### config.mk
export PLATFORM = sky130hd
export DESIGN_NAME = multilevel_queue_scheduler_flat
export DESIGN_NICKNAME = d
export VERILOG_FILES = /design/src/sv/mlqs_pkg.sv /design/src/sv/mlqs_if.sv /design/src/sv/mlqs_ram.sv /design/src/sv/mlqs_ctrl.sv /design/src/sv/mlqs_out.sv /design/src/sv/multilevel_queue_scheduler.sv /design/src/flat_wrapper.sv
export SDC_FILE = /design/constraint.sdc
export NUM_CORES = 1
export LEC_CHECK = 0
export BUFFER_PORTS_ARGS = -buffer_cell sky130_fd_sc_hd__buf_2
export CAP_MARGIN = 10
export CORE_ASPECT_RATIO = 0.9
export CORE_MARGIN = 4
export CORE_UTILIZATION = 28
export CTS_CLUSTER_SIZE = 14
export DETAILED_ROUTE_END_ITERATION = 6
export PLACE_DENSITY = 0.41
export SLEW_MARGIN = 20
export SYNTH_ARGS = -nofsm -noshare
export SYNTH_HDL_FRONTEND = slang
export SYNTH_SLANG_ARGS = --single-unit
### constraint.sdc
create_clock -name clk_i -period 6.3 [get_ports clk_i]
set_input_delay 1.26 -clock clk_i [delete_from_list [all_inputs] [get_ports clk_i]]
set_output_delay 1.26 -clock clk_i [all_outputs]
set_load 0.02 [all_outputs]
### src/sv/mlqs_pkg.sv
// Package for the multilevel queue scheduler: sizes, codes and shared types.
// No dependencies; every other file but mlqs_ram refers to it by scoped names.
package mlqs_pkg;

  localparam int unsigned QueueDepth = 16;
  localparam int unsigned NumQueues  = 3;
  localparam int unsigned IdW        = 8;
  localparam int unsigned DurW       = 8;
  localparam int unsigned SlackW     = 4;
  localparam int unsigned QuantW     = 8;
  localparam int unsigned ResQuantW  = 9;
  localparam int unsigned ClassW     = 2;
  localparam int unsigned StatusW    = 2;
  localparam int unsigned CfgIdxW    = 2;
  localparam int unsigned CfgDataW   = 8;

  localparam int unsigned PtrW     = $clog2(QueueDepth);
  localparam int unsigned CntW     = $clog2(QueueDepth + 1);
  localparam int unsigned RamDepth = NumQueues * QueueDepth;
  localparam int unsigned RamAddrW = $clog2(RamDepth);
  localparam int unsigned RamW     = IdW + DurW;

  localparam logic [ClassW-1:0] CLS_SYSTEM      = 2'd0;
  localparam logic [ClassW-1:0] CLS_INTERACTIVE = 2'd1;
  localparam logic [ClassW-1:0] CLS_BACKGROUND  = 2'd2;

  localparam logic [CfgIdxW-1:0] CFG_SYSTEM_SLACK        = 2'd0;
  localparam logic [CfgIdxW-1:0] CFG_INTERACTIVE_QUANTUM = 2'd1;
  localparam logic [CfgIdxW-1:0] CFG_BACKGROUND_QUANTUM  = 2'd2;

  localparam logic [SlackW-1:0] SystemSlackRst        = 4'd2;
  localparam logic [QuantW-1:0] InteractiveQuantumRst = 8'd2;
  localparam logic [QuantW-1:0] BackgroundQuantumRst  = 8'd1;

  typedef enum logic {
    OP_ENQUEUE = 1'b0,
    OP_SELECT  = 1'b1
  } op_e;

  typedef enum logic [StatusW-1:0] {
    ST_ENQUEUED = 2'd0,
    ST_DROPPED  = 2'd1,
    ST_SELECTED = 2'd2,
    ST_EMPTY    = 2'd3
  } status_e;

  typedef struct packed {
    logic [SlackW-1:0] system_slack;
    logic [QuantW-1:0] interactive_quantum;
    logic [QuantW-1:0] background_quantum;
  } cfg_t;

  typedef struct packed {
    logic              valid;
    status_e           status;
    logic [ClassW-1:0] cls;
  } issue_t;

endpackage

### src/sv/mlqs_if.sv
// Handshake channels of the scheduler: request words in, result words out.
// Depends on mlqs_pkg for field widths.
interface mlqs_in_if;
  logic                         valid;
  logic                         ready;
  logic                         opcode;
  logic [mlqs_pkg::IdW-1:0]     task_id;
  logic [mlqs_pkg::ClassW-1:0]  task_class;
  logic [mlqs_pkg::DurW-1:0]    duration;

  modport source (output valid, opcode, task_id, task_class, duration, input ready);
  modport sink   (input valid, opcode, task_id, task_class, duration, output ready);
endinterface

interface mlqs_out_if;
  logic                           valid;
  logic                           ready;
  logic [mlqs_pkg::StatusW-1:0]   status;
  logic [mlqs_pkg::IdW-1:0]       chosen_id;
  logic [mlqs_pkg::ClassW-1:0]    chosen_class;
  logic [mlqs_pkg::ResQuantW-1:0] quantum;
  logic                           preemptible;

  modport source (output valid, status, chosen_id, chosen_class, quantum, preemptible,
                  input ready);
  modport sink   (input valid, status, chosen_id, chosen_class, quantum, preemptible,
                  output ready);
endinterface

### src/sv/mlqs_ram.sv
// Generic single-port-write, single-port-read RAM with registered read data.
// No dependencies.
module mlqs_ram #(
  parameter int unsigned Width = 16,
  parameter int unsigned Depth = 48
) (
  input  logic                     clk_i,
  input  logic                     we_i,
  input  logic [$clog2(Depth)-1:0] waddr_i,
  input  logic [Width-1:0]         wdata_i,
  input  logic                     re_i,
  input  logic [$clog2(Depth)-1:0] raddr_i,
  output logic [Width-1:0]         rdata_o
);

  logic [Width-1:0] mem_q [Depth];
  logic [Width-1:0] rdata_q;

  always_ff @(posedge clk_i) begin
    if (we_i) begin
      mem_q[waddr_i] <= wdata_i;
    end
    if (re_i) begin
      rdata_q <= mem_q[raddr_i];
    end
  end

  assign rdata_o = rdata_q;

endmodule

### src/sv/mlqs_ctrl.sv
// Queue bookkeeping: pointers, fill counts, config registers, RAM access issue.
// Depends on mlqs_pkg and mlqs_in_if.
module mlqs_ctrl (
  input  logic                          clk_i,
  input  logic                          rst_ni,
  mlqs_in_if.sink                       in_i,
  input  logic                          cfg_we_i,
  input  logic [mlqs_pkg::CfgIdxW-1:0]  cfg_idx_i,
  input  logic [mlqs_pkg::CfgDataW-1:0] cfg_data_i,
  input  logic                          take_i,
  output mlqs_pkg::issue_t              issue_o,
  output mlqs_pkg::cfg_t                cfg_o,
  output logic                          ram_we_o,
  output logic                          ram_re_o,
  output logic [mlqs_pkg::RamAddrW-1:0] ram_addr_o,
  output logic [mlqs_pkg::RamW-1:0]     ram_wdata_o
);

  logic [mlqs_pkg::PtrW-1:0] rd_ptr_q [mlqs_pkg::NumQueues];
  logic [mlqs_pkg::PtrW-1:0] wr_ptr_q [mlqs_pkg::NumQueues];
  logic [mlqs_pkg::CntW-1:0] cnt_q    [mlqs_pkg::NumQueues];

  mlqs_pkg::issue_t  s1_q, s1_d;
  mlqs_pkg::cfg_t    cfg_q;
  mlqs_pkg::status_e status;

  logic                        acc, is_sel, empty, full, do_wr, do_rd;
  logic [mlqs_pkg::ClassW-1:0] cls_eff, qsel, tgt;
  logic [mlqs_pkg::CntW-1:0]   cnt_t;
  logic [mlqs_pkg::PtrW-1:0]   ptr_used, ptr_nxt;

  assign in_i.ready = !s1_q.valid || take_i;
  assign acc        = in_i.valid && in_i.ready;
  assign is_sel     = (mlqs_pkg::op_e'(in_i.opcode) == mlqs_pkg::OP_SELECT);
  assign cls_eff    = in_i.task_class[1] ? mlqs_pkg::CLS_BACKGROUND : in_i.task_class;

  always_comb begin
    empty = 1'b0;
    priority if (cnt_q[0] != '0) begin
      qsel = mlqs_pkg::CLS_SYSTEM;
    end else if (cnt_q[1] != '0) begin
      qsel = mlqs_pkg::CLS_INTERACTIVE;
    end else if (cnt_q[2] != '0) begin
      qsel = mlqs_pkg::CLS_BACKGROUND;
    end else begin
      qsel  = mlqs_pkg::CLS_BACKGROUND;
      empty = 1'b1;
    end
  end

  assign tgt      = is_sel ? qsel : cls_eff;
  assign cnt_t    = cnt_q[tgt];
  assign full     = (cnt_t == mlqs_pkg::CntW'(mlqs_pkg::QueueDepth));
  assign ptr_used = is_sel ? rd_ptr_q[tgt] : wr_ptr_q[tgt];
  assign ptr_nxt  = (ptr_used == mlqs_pkg::PtrW'(mlqs_pkg::QueueDepth - 1))
                    ? '0 : ptr_used + 1'b1;
  assign do_wr    = acc && !is_sel && !full;
  assign do_rd    = acc && is_sel && !empty;

  always_comb begin
    if (is_sel) begin
      status = empty ? mlqs_pkg::ST_EMPTY : mlqs_pkg::ST_SELECTED;
    end else begin
      status = full ? mlqs_pkg::ST_DROPPED : mlqs_pkg::ST_ENQUEUED;
    end
  end

  // queue base is class times depth
  assign ram_addr_o  = mlqs_pkg::RamAddrW'(tgt) * mlqs_pkg::RamAddrW'(mlqs_pkg::QueueDepth)
                       + mlqs_pkg::RamAddrW'(ptr_used);
  assign ram_wdata_o = {in_i.duration, in_i.task_id};
  assign ram_we_o    = do_wr;
  assign ram_re_o    = do_rd;

  always_ff @(posedge clk_i or negedge rst_ni) begin
    if (!rst_ni) begin
      for (int i = 0; i < int'(mlqs_pkg::NumQueues); i++) begin
        rd_ptr_q[i] <= '0;
        wr_ptr_q[i] <= '0;
        cnt_q[i]    <= '0;
      end
    end else begin
      if (do_wr) begin
        wr_ptr_q[tgt] <= ptr_nxt;
        cnt_q[tgt]    <= cnt_t + 1'b1;
      end
      if (do_rd) begin
        rd_ptr_q[tgt] <= ptr_nxt;
        cnt_q[tgt]    <= cnt_t - 1'b1;
      end
    end
  end

  always_comb begin
    s1_d = s1_q;
    if (acc) begin
      s1_d.valid  = 1'b1;
      s1_d.status = status;
      s1_d.cls    = qsel;
    end else if (take_i) begin
      s1_d.valid = 1'b0;
    end
  end

  always_ff @(posedge clk_i or negedge rst_ni) begin
    if (!rst_ni) begin
      s1_q <= '0;
    end else begin
      s1_q <= s1_d;
    end
  end

  always_ff @(posedge clk_i or negedge rst_ni) begin
    if (!rst_ni) begin
      cfg_q.system_slack        <= mlqs_pkg::SystemSlackRst;
      cfg_q.interactive_quantum <= mlqs_pkg::InteractiveQuantumRst;
      cfg_q.background_quantum  <= mlqs_pkg::BackgroundQuantumRst;
    end else if (cfg_we_i) begin
      unique case (cfg_idx_i)
        mlqs_pkg::CFG_SYSTEM_SLACK:
          cfg_q.system_slack <= cfg_data_i[mlqs_pkg::SlackW-1:0];
        mlqs_pkg::CFG_INTERACTIVE_QUANTUM:
          cfg_q.interactive_quantum <= cfg_data_i[mlqs_pkg::QuantW-1:0];
        mlqs_pkg::CFG_BACKGROUND_QUANTUM:
          cfg_q.background_quantum <= cfg_data_i[mlqs_pkg::QuantW-1:0];
        default: ;
      endcase
    end
  end

  assign issue_o = s1_q;
  assign cfg_o   = cfg_q;

  a_no_rw_same_cycle: assert property (@(posedge clk_i) disable iff (!rst_ni)
    !(ram_we_o && ram_re_o))
    else $error("RAM written and read by one word");

  a_cnt_bound: assert property (@(posedge clk_i) disable iff (!rst_ni)
    cnt_q[0] <= mlqs_pkg::CntW'(mlqs_pkg::QueueDepth) &&
    cnt_q[1] <= mlqs_pkg::CntW'(mlqs_pkg::QueueDepth) &&
    cnt_q[2] <= mlqs_pkg::CntW'(mlqs_pkg::QueueDepth))
    else $error("fill count above queue depth");

  a_read_means_selected: assert property (@(posedge clk_i) disable iff (!rst_ni)
    ram_re_o |=> s1_q.valid && s1_q.status == mlqs_pkg::ST_SELECTED)
    else $error("RAM read without a selected word in flight");

  a_write_means_enqueued: assert property (@(posedge clk_i) disable iff (!rst_ni)
    ram_we_o |=> s1_q.valid && s1_q.status == mlqs_pkg::ST_ENQUEUED)
    else $error("RAM write without an enqueued word in flight");

endmodule

### src/sv/mlqs_out.sv
// Result stage: combines RAM read data with config into the output register.
// Depends on mlqs_pkg and mlqs_out_if.
module mlqs_out (
  input  logic                      clk_i,
  input  logic                      rst_ni,
  input  mlqs_pkg::issue_t          issue_i,
  input  mlqs_pkg::cfg_t            cfg_i,
  input  logic [mlqs_pkg::RamW-1:0] rdata_i,
  output logic                      take_o,
  mlqs_out_if.source                out_o
);

  logic                           valid_q;
  logic [mlqs_pkg::StatusW-1:0]   status_q, status_d;
  logic [mlqs_pkg::IdW-1:0]       id_q, id_d;
  logic [mlqs_pkg::ClassW-1:0]    cls_q, cls_d;
  logic [mlqs_pkg::ResQuantW-1:0] quant_q, quant_d;
  logic                           pre_q, pre_d;

  assign take_o = issue_i.valid && (!valid_q || out_o.ready);

  always_comb begin
    status_d = issue_i.status;
    id_d     = '0;
    cls_d    = '0;
    quant_d  = '0;
    pre_d    = 1'b0;
    if (issue_i.status == mlqs_pkg::ST_SELECTED) begin
      id_d  = rdata_i[mlqs_pkg::IdW-1:0];
      cls_d = issue_i.cls;
      unique case (issue_i.cls)
        mlqs_pkg::CLS_SYSTEM: begin
          quant_d = mlqs_pkg::ResQuantW'(rdata_i[mlqs_pkg::RamW-1:mlqs_pkg::IdW])
                    + mlqs_pkg::ResQuantW'(cfg_i.system_slack);
          pre_d   = 1'b0;
        end
        mlqs_pkg::CLS_INTERACTIVE: begin
          quant_d = mlqs_pkg::ResQuantW'(cfg_i.interactive_quantum);
          pre_d   = 1'b1;
        end
        default: begin
          quant_d = mlqs_pkg::ResQuantW'(cfg_i.background_quantum);
          pre_d   = 1'b1;
        end
      endcase
    end
  end

  always_ff @(posedge clk_i or negedge rst_ni) begin
    if (!rst_ni) begin
      valid_q <= 1'b0;
    end else if (take_o) begin
      valid_q <= 1'b1;
    end else if (out_o.ready) begin
      valid_q <= 1'b0;
    end
  end

  always_ff @(posedge clk_i) begin
    if (take_o) begin
      status_q <= status_d;
      id_q     <= id_d;
      cls_q    <= cls_d;
      quant_q  <= quant_d;
      pre_q    <= pre_d;
    end
  end

  assign out_o.valid        = valid_q;
  assign out_o.status       = status_q;
  assign out_o.chosen_id    = id_q;
  assign out_o.chosen_class = cls_q;
  assign out_o.quantum      = quant_q;
  assign out_o.preemptible  = pre_q;

  a_system_not_preemptible: assert property (@(posedge clk_i) disable iff (!rst_ni)
    take_o && issue_i.status == mlqs_pkg::ST_SELECTED && issue_i.cls == mlqs_pkg::CLS_SYSTEM
    |=> out_o.valid && !out_o.preemptible)
    else $error("system task marked preemptible");

  a_idle_fields_zero: assert property (@(posedge clk_i) disable iff (!rst_ni)
    take_o && issue_i.status != mlqs_pkg::ST_SELECTED
    |=> out_o.chosen_id == '0 && out_o.quantum == '0 && !out_o.preemptible)
    else $error("non-select word carries task fields");

  a_take_only_pending: assert property (@(posedge clk_i) disable iff (!rst_ni)
    take_o |-> issue_i.valid)
    else $error("result stage loaded with nothing pending");

endmodule

### src/sv/multilevel_queue_scheduler.sv
// Top level of the strict-priority multilevel queue scheduler.
// Depends on mlqs_pkg, mlqs_if, mlqs_ram, mlqs_ctrl and mlqs_out.
//
//   channel  dir  handshake      word
//   in_i     in   valid/ready    opcode, task_id, task_class, duration
//   out_o    out  valid/ready    status, chosen_id, chosen_class, quantum, preemptible
//   cfg      in   cfg_we_i only  cfg_idx_i, cfg_data_i
//
// Each accepted word is held in the issue register, with its queue RAM access, and
// then in the result register. Pointers and fill counts update on
// acceptance, so a new word may be taken every cycle. Reset clears pointers and counts,
// loads config defaults; queue RAM contents need no clearing. A stalled result holds
// the output register and the issue stage, and the input stops once both are full.
module multilevel_queue_scheduler (
  input  logic                          clk_i,
  input  logic                          rst_ni,
  mlqs_in_if.sink                       in_i,
  mlqs_out_if.source                    out_o,
  input  logic                          cfg_we_i,
  input  logic [mlqs_pkg::CfgIdxW-1:0]  cfg_idx_i,
  input  logic [mlqs_pkg::CfgDataW-1:0] cfg_data_i
);

  mlqs_pkg::issue_t              issue;
  mlqs_pkg::cfg_t                cfg;
  logic                          take;
  logic                          ram_we, ram_re;
  logic [mlqs_pkg::RamAddrW-1:0] ram_addr;
  logic [mlqs_pkg::RamW-1:0]     ram_wdata, ram_rdata;

  mlqs_ctrl u_ctrl (
    .clk_i       (clk_i),
    .rst_ni      (rst_ni),
    .in_i        (in_i),
    .cfg_we_i    (cfg_we_i),
    .cfg_idx_i   (cfg_idx_i),
    .cfg_data_i  (cfg_data_i),
    .take_i      (take),
    .issue_o     (issue),
    .cfg_o       (cfg),
    .ram_we_o    (ram_we),
    .ram_re_o    (ram_re),
    .ram_addr_o  (ram_addr),
    .ram_wdata_o (ram_wdata)
  );

  mlqs_ram #(
    .Width (mlqs_pkg::RamW),
    .Depth (mlqs_pkg::RamDepth)
  ) u_ram (
    .clk_i   (clk_i),
    .we_i    (ram_we),
    .waddr_i (ram_addr),
    .wdata_i (ram_wdata),
    .re_i    (ram_re),
    .raddr_i (ram_addr),
    .rdata_o (ram_rdata)
  );

  mlqs_out u_out (
    .clk_i   (clk_i),
    .rst_ni  (rst_ni),
    .issue_i (issue),
    .cfg_i   (cfg),
    .rdata_i (ram_rdata),
    .take_o  (take),
    .out_o   (out_o)
  );

endmodule

### src/flat_wrapper.sv
// flat-port wrapper written by rule: the top's interface ports become plain ports
module multilevel_queue_scheduler_flat 
  (clk_i, rst_ni, cfg_we_i, cfg_idx_i, cfg_data_i, in_i_valid, in_i_opcode, in_i_task_id, in_i_task_class, in_i_duration, in_i_ready, out_o_valid, out_o_status, out_o_chosen_id, out_o_chosen_class, out_o_quantum, out_o_preemptible, out_o_ready);
  mlqs_in_if in_i_i ();
  mlqs_out_if out_o_i ();
  input  logic clk_i;
  input  logic rst_ni;
  input  logic cfg_we_i;
  input  logic [mlqs_pkg::CfgIdxW-1:0] cfg_idx_i;
  input  logic [mlqs_pkg::CfgDataW-1:0] cfg_data_i;
  input wire logic [$bits(in_i_i.valid)-1:0] in_i_valid;
  input wire logic [$bits(in_i_i.opcode)-1:0] in_i_opcode;
  input wire logic [$bits(in_i_i.task_id)-1:0] in_i_task_id;
  input wire logic [$bits(in_i_i.task_class)-1:0] in_i_task_class;
  input wire logic [$bits(in_i_i.duration)-1:0] in_i_duration;
  output wire logic [$bits(in_i_i.ready)-1:0] in_i_ready;
  output wire logic [$bits(out_o_i.valid)-1:0] out_o_valid;
  output wire logic [$bits(out_o_i.status)-1:0] out_o_status;
  output wire logic [$bits(out_o_i.chosen_id)-1:0] out_o_chosen_id;
  output wire logic [$bits(out_o_i.chosen_class)-1:0] out_o_chosen_class;
  output wire logic [$bits(out_o_i.quantum)-1:0] out_o_quantum;
  output wire logic [$bits(out_o_i.preemptible)-1:0] out_o_preemptible;
  input wire logic [$bits(out_o_i.ready)-1:0] out_o_ready;
  assign in_i_i.valid = in_i_valid;
  assign in_i_i.opcode = in_i_opcode;
  assign in_i_i.task_id = in_i_task_id;
  assign in_i_i.task_class = in_i_task_class;
  assign in_i_i.duration = in_i_duration;
  assign in_i_ready = in_i_i.ready;
  assign out_o_valid = out_o_i.valid;
  assign out_o_status = out_o_i.status;
  assign out_o_chosen_id = out_o_i.chosen_id;
  assign out_o_chosen_class = out_o_i.chosen_class;
  assign out_o_quantum = out_o_i.quantum;
  assign out_o_preemptible = out_o_i.preemptible;
  assign out_o_i.ready = out_o_ready;
  multilevel_queue_scheduler u_core (.clk_i(clk_i), .rst_ni(rst_ni), .in_i(in_i_i), .out_o(out_o_i), .cfg_we_i(cfg_we_i), .cfg_idx_i(cfg_idx_i), .cfg_data_i(cfg_data_i));
endmodule
==> parameters.txt <==
Parameter                              Value

Detailed routing
  Final Routed Wirelength    approximately 130000 um
  Wire length per cell    30.91 um
  Remaining design rule violation count    0
  Post-detailed-route count of antenna-violating nets    0
  Total via count in the routed design    roughly 22k
  Number of detailed-routing iterations run before antenna repair    7
  Routed vias/inst    roughly 5.3
  Number of DRC markers after the initial detailed-route iteration    ~2.6k

STA
  Unrepaired setup endpoints after global routing    false
  Final Skew    between 40 and 50 ps
  Endpoints failing hold    0
  PnR worst setup slack    1523 ps
  Period Utilization, post-route    0.7582
  Slew of the pin with the lowest slew margin    slightly above 1000 ps
  Relative slew slack    0.3029
  Peak clock frequency supported by timing    0.2094 GHz
  Number of pins exceeding their max-slew limit in the final report    0
  Fin Setup TNS    0 ps
  Final min period    4777 ps
  Final setup violating endpoints    0

Synth
  Count leader, synth    edfxtp_1
  Synth cell types    98
  Syn_area_per_cell    15.61 um2
  Syn_nets    2291
  EDFF count, synth    806
  Area contributors post-synth    edfxtp_1 69%, dfrtp_1 4.4%, mux2_2 3.5%
  Post-synthesis sequential area ratio    0.7361
  Share of synthesized registers carrying an async set or reset    0.07463
  Syn Std Cell Area    35100 um2
  Leading post-synthesis cells by instance count    806 x edfxtp_1, 221 x nand2_1, 109 x o21ai_0, 108 x mux2_2, 99 x a21oi_1
  Synth Register Bits    between 800 and 900
  Library cell occupying the most area in the post-synthesis netlist    edfxtp_1
  Synthesized netlist cell count    2249
  Post-synth top flop    edfxtp_1
  Fraction of post-synthesis cell area in the top cell type by area    0.6896
  Count of synthesis-stage warnings from yosys    0

Status
  Outcome    complete, no violations

Place
  Post-Place Cell Area    roughly 38000 um2
  Detailed placer's ending HPWL    77740 um
  Worst Setup Slack post-DPL    910.2 ps
  Final estimated routing congestion in global placement    0.8321
  Port buffer count    between 50 and 60

Setup path
  Maximum net fanout on the critical path    11
  Reg2reg end    u_core.u_ram.rdata_o[1]
  Count of buffer and inverter cells on the critical path    1
  Kind of start point of the critical path    flop
  Worst Path Required    6870 ps
  Slowest cell on the critical path    a311oi_1
  Sort of element at the end of the critical path    flop
  End point of the critical path    u_core.u_ram.rdata_o[1]
  Critical path, cell by cell    nor3_2 -> and2_1 -> o221a_2 -> nand4_2 -> nor2_4 -> buf_4 -> a21oi_1 -> o2111a_1 -> a311oi_1 -> a311o_1
  Setup slack of the most critical reg-to-reg path    between 1500 and 2000 ps
  Largest delay contributor family on the critical path    simple AND/OR/NAND/NOR gates
  CP Class    reg2reg
  Count of cell instances traversed by the critical path    10
  Depth of the worst register-to-register path    10
  Largest stage delay on the critical path    750 ps
  CP arrival    5340 ps

GRT
  Initial antenna violation count    6
  Maximum number of pins on one net before global-route repair    66
  Via count of the first global-routing pass    21.42k
  GRT Total Usage    0.1897
  First-pass GRT wire length    176700 um
  Congestion Overflow GR    0

Clock network
  Cell chosen for the clock root    clkbuf_16
  Clock-pin slew on the worst setup and hold paths    60 ps
  Hold-fix buffers at CTS    0
  Cts bufs inserted    95
  CTS tree    built
  Post-CTS repair timing setup buffer count    0
  CTS sink cnt    871
  # resized after CTS    0
  H-tree levels    3
  Latest clock arrival within the worst-skew pair    700 ps
  Max Root-Sink Buffers    3

Cells and area
  Post-layout nets    2445
  Layout overhead on the synthesized area    17.23%
  Layout cells sized above 1    0.2162
  Core utilization of the finished layout    0.3328
  Final instance area    41150 um2

Min path
  Type of the worst min-delay path    reg2reg

Power
  Power per cell area    roughly 440 nW/um2
  Peak ir drop on the vdd network    between 0.2 and 0.25 mV
  LEAKAGE    13.51 nW

Floorplan
  Die Wd    381.2 um
  Number of rows created at floorplan    about 120
  Total I/O pin count    58
  Height of the die    343.9 um
  Floorplan die area    ~130000 um2
  Initial core utilization    0.2839
  Area inside the core boundary    ~120000 um2

Job
  Number of maximum-capacitance violations    0
state kept, by name (all words and copies together) (netlist names), named ones only:
register                         flops
u_core.u_out.out_o.preemptible       1
u_core.u_ctrl.issue_o                5
u_core.u_out.out_o.chosen_class      2
u_core.u_ctrl.rd_ptr_q              12
u_core.u_out.out_o.chosen_id         8
u_core.u_out.out_o.valid             1
u_core.u_out.out_o.quantum           9
u_core.u_ram.mem_q                 768
u_core.u_out.out_o.status            2
u_core.u_ctrl.cnt_q                 14
u_core.u_ctrl.wr_ptr_q              12
u_core.u_ctrl.cfg_o                 20
u_core.u_ram.rdata_o                16
power by group:
| part | switching [mW] | leakage [nW] | internal [mW] |
|---|---|---|---|
| registers | 0.205 | 8.06 | 6.64 |
| logic | 4.11 | 4.02 | 1.75 |
| clock network | 2.33 | 1.43 | 2.99 |
| total | 6.65 | 13.5 | 11.4 |
tightest hold or removal path, delay by kind of cell (launching register included):
| kind | cells | cell delay [ps] |
|---|---|---|
| AO/OA/AOI/OAI | 1 | 60 |
| flip-flops | 1 | 340 |
| AND/OR/NAND/NOR | 1 | 50 |
placed cells by master, fill, tap and decap left out, types with 22 or more instances in the layout:
master	synthesis	final
a21oi_1	99	99
a221oi_1	91	91
a22oi_1	51	50
buf_2	46	54
buf_4	21	128
clkbuf_1	50	29
clkbuf_16	0	96
clkinv_2	0	22
dfrtp_1	62	62
edfxtp_1	806	806
mux2_2	108	108
mux2i_1	91	91
nand2_1	221	220
nand3_1	69	69
nor2_1	57	50
nor3_2	5	42
o211ai_1	23	23
o21ai_0	109	109
metrics by stage:
step | power (mW) | hold WS (ps) | std cells
final | 18.03 | 481.6 | 4096
after global routing | 18.73 | 500.2 | 4091
after CTS | 18.15 | 481.8 | 4090
after detailed placement | 12.80 | 466.6 | 3917
after global placement | 12.80 | 463.1 | 3915
after floorplan | 10.04 | 441.3 | 2249
metal layers:
| metal | up-vias | track usage | part of all wire |
|---|---|---|---|
| met4 | 0 | 0.04535 | 0.021 |
| li1 | 9260 | - | - |
| met2 | 920 | 0.2890 | 0.45 |
| met3 | 172 | 0.03858 | 0.076 |
| met1 | 11551 | 0.2779 | 0.46 |
| met5 | - | 0 | 0 |
how the worst min path moves through the flow:
stage / from / end / cells past startpoint
global route: u_core.u_ctrl.rd_ptr_q[10] / u_core.u_ctrl.rd_ptr_q[10] / 2
CTS: u_core.u_ctrl.rd_ptr_q[10] / u_core.u_ctrl.rd_ptr_q[10] / 2
floorplan: u_core.u_ctrl.rd_ptr_q[10] / u_core.u_ctrl.rd_ptr_q[10] / 2
global placement: u_core.u_ctrl.issue_o[4] / u_core.u_out.out_o.valid / 1
finish: u_core.u_ctrl.wr_ptr_q[6] / u_core.u_ctrl.wr_ptr_q[6] / 2
detailed placement: u_core.u_ctrl.rd_ptr_q[10] / u_core.u_ctrl.rd_ptr_q[10] / 2
cell families after synthesis:
| kind of cell | synth area share |
|---|---|
| adder cells (fa/ha/maj) | 0.003066 |
| AO/OA/AOI/OAI | 0.1076 |
| flip-flops | 0.7361 |
| buffers and inverters | 0.02306 |
| multiplexers | 0.06167 |
| XOR/XNOR | 0.003993 |
| AND/OR/NAND/NOR | 0.06460 |
cell type report:
type / instances / area (um2)
diodes: 5 / 12.51
clock buffers: 127 / 2539
clock inverters: 46 / 370.4
fillers: 11949 / 82500
inverters: 7 / 31.28
multi-input cells: 1231 / 8801
flip-flops and latches: 871 / 25830
well taps: 1612 / 2017
repair buffers: 197 / 1541
Power figures use the tool's default switching activity.
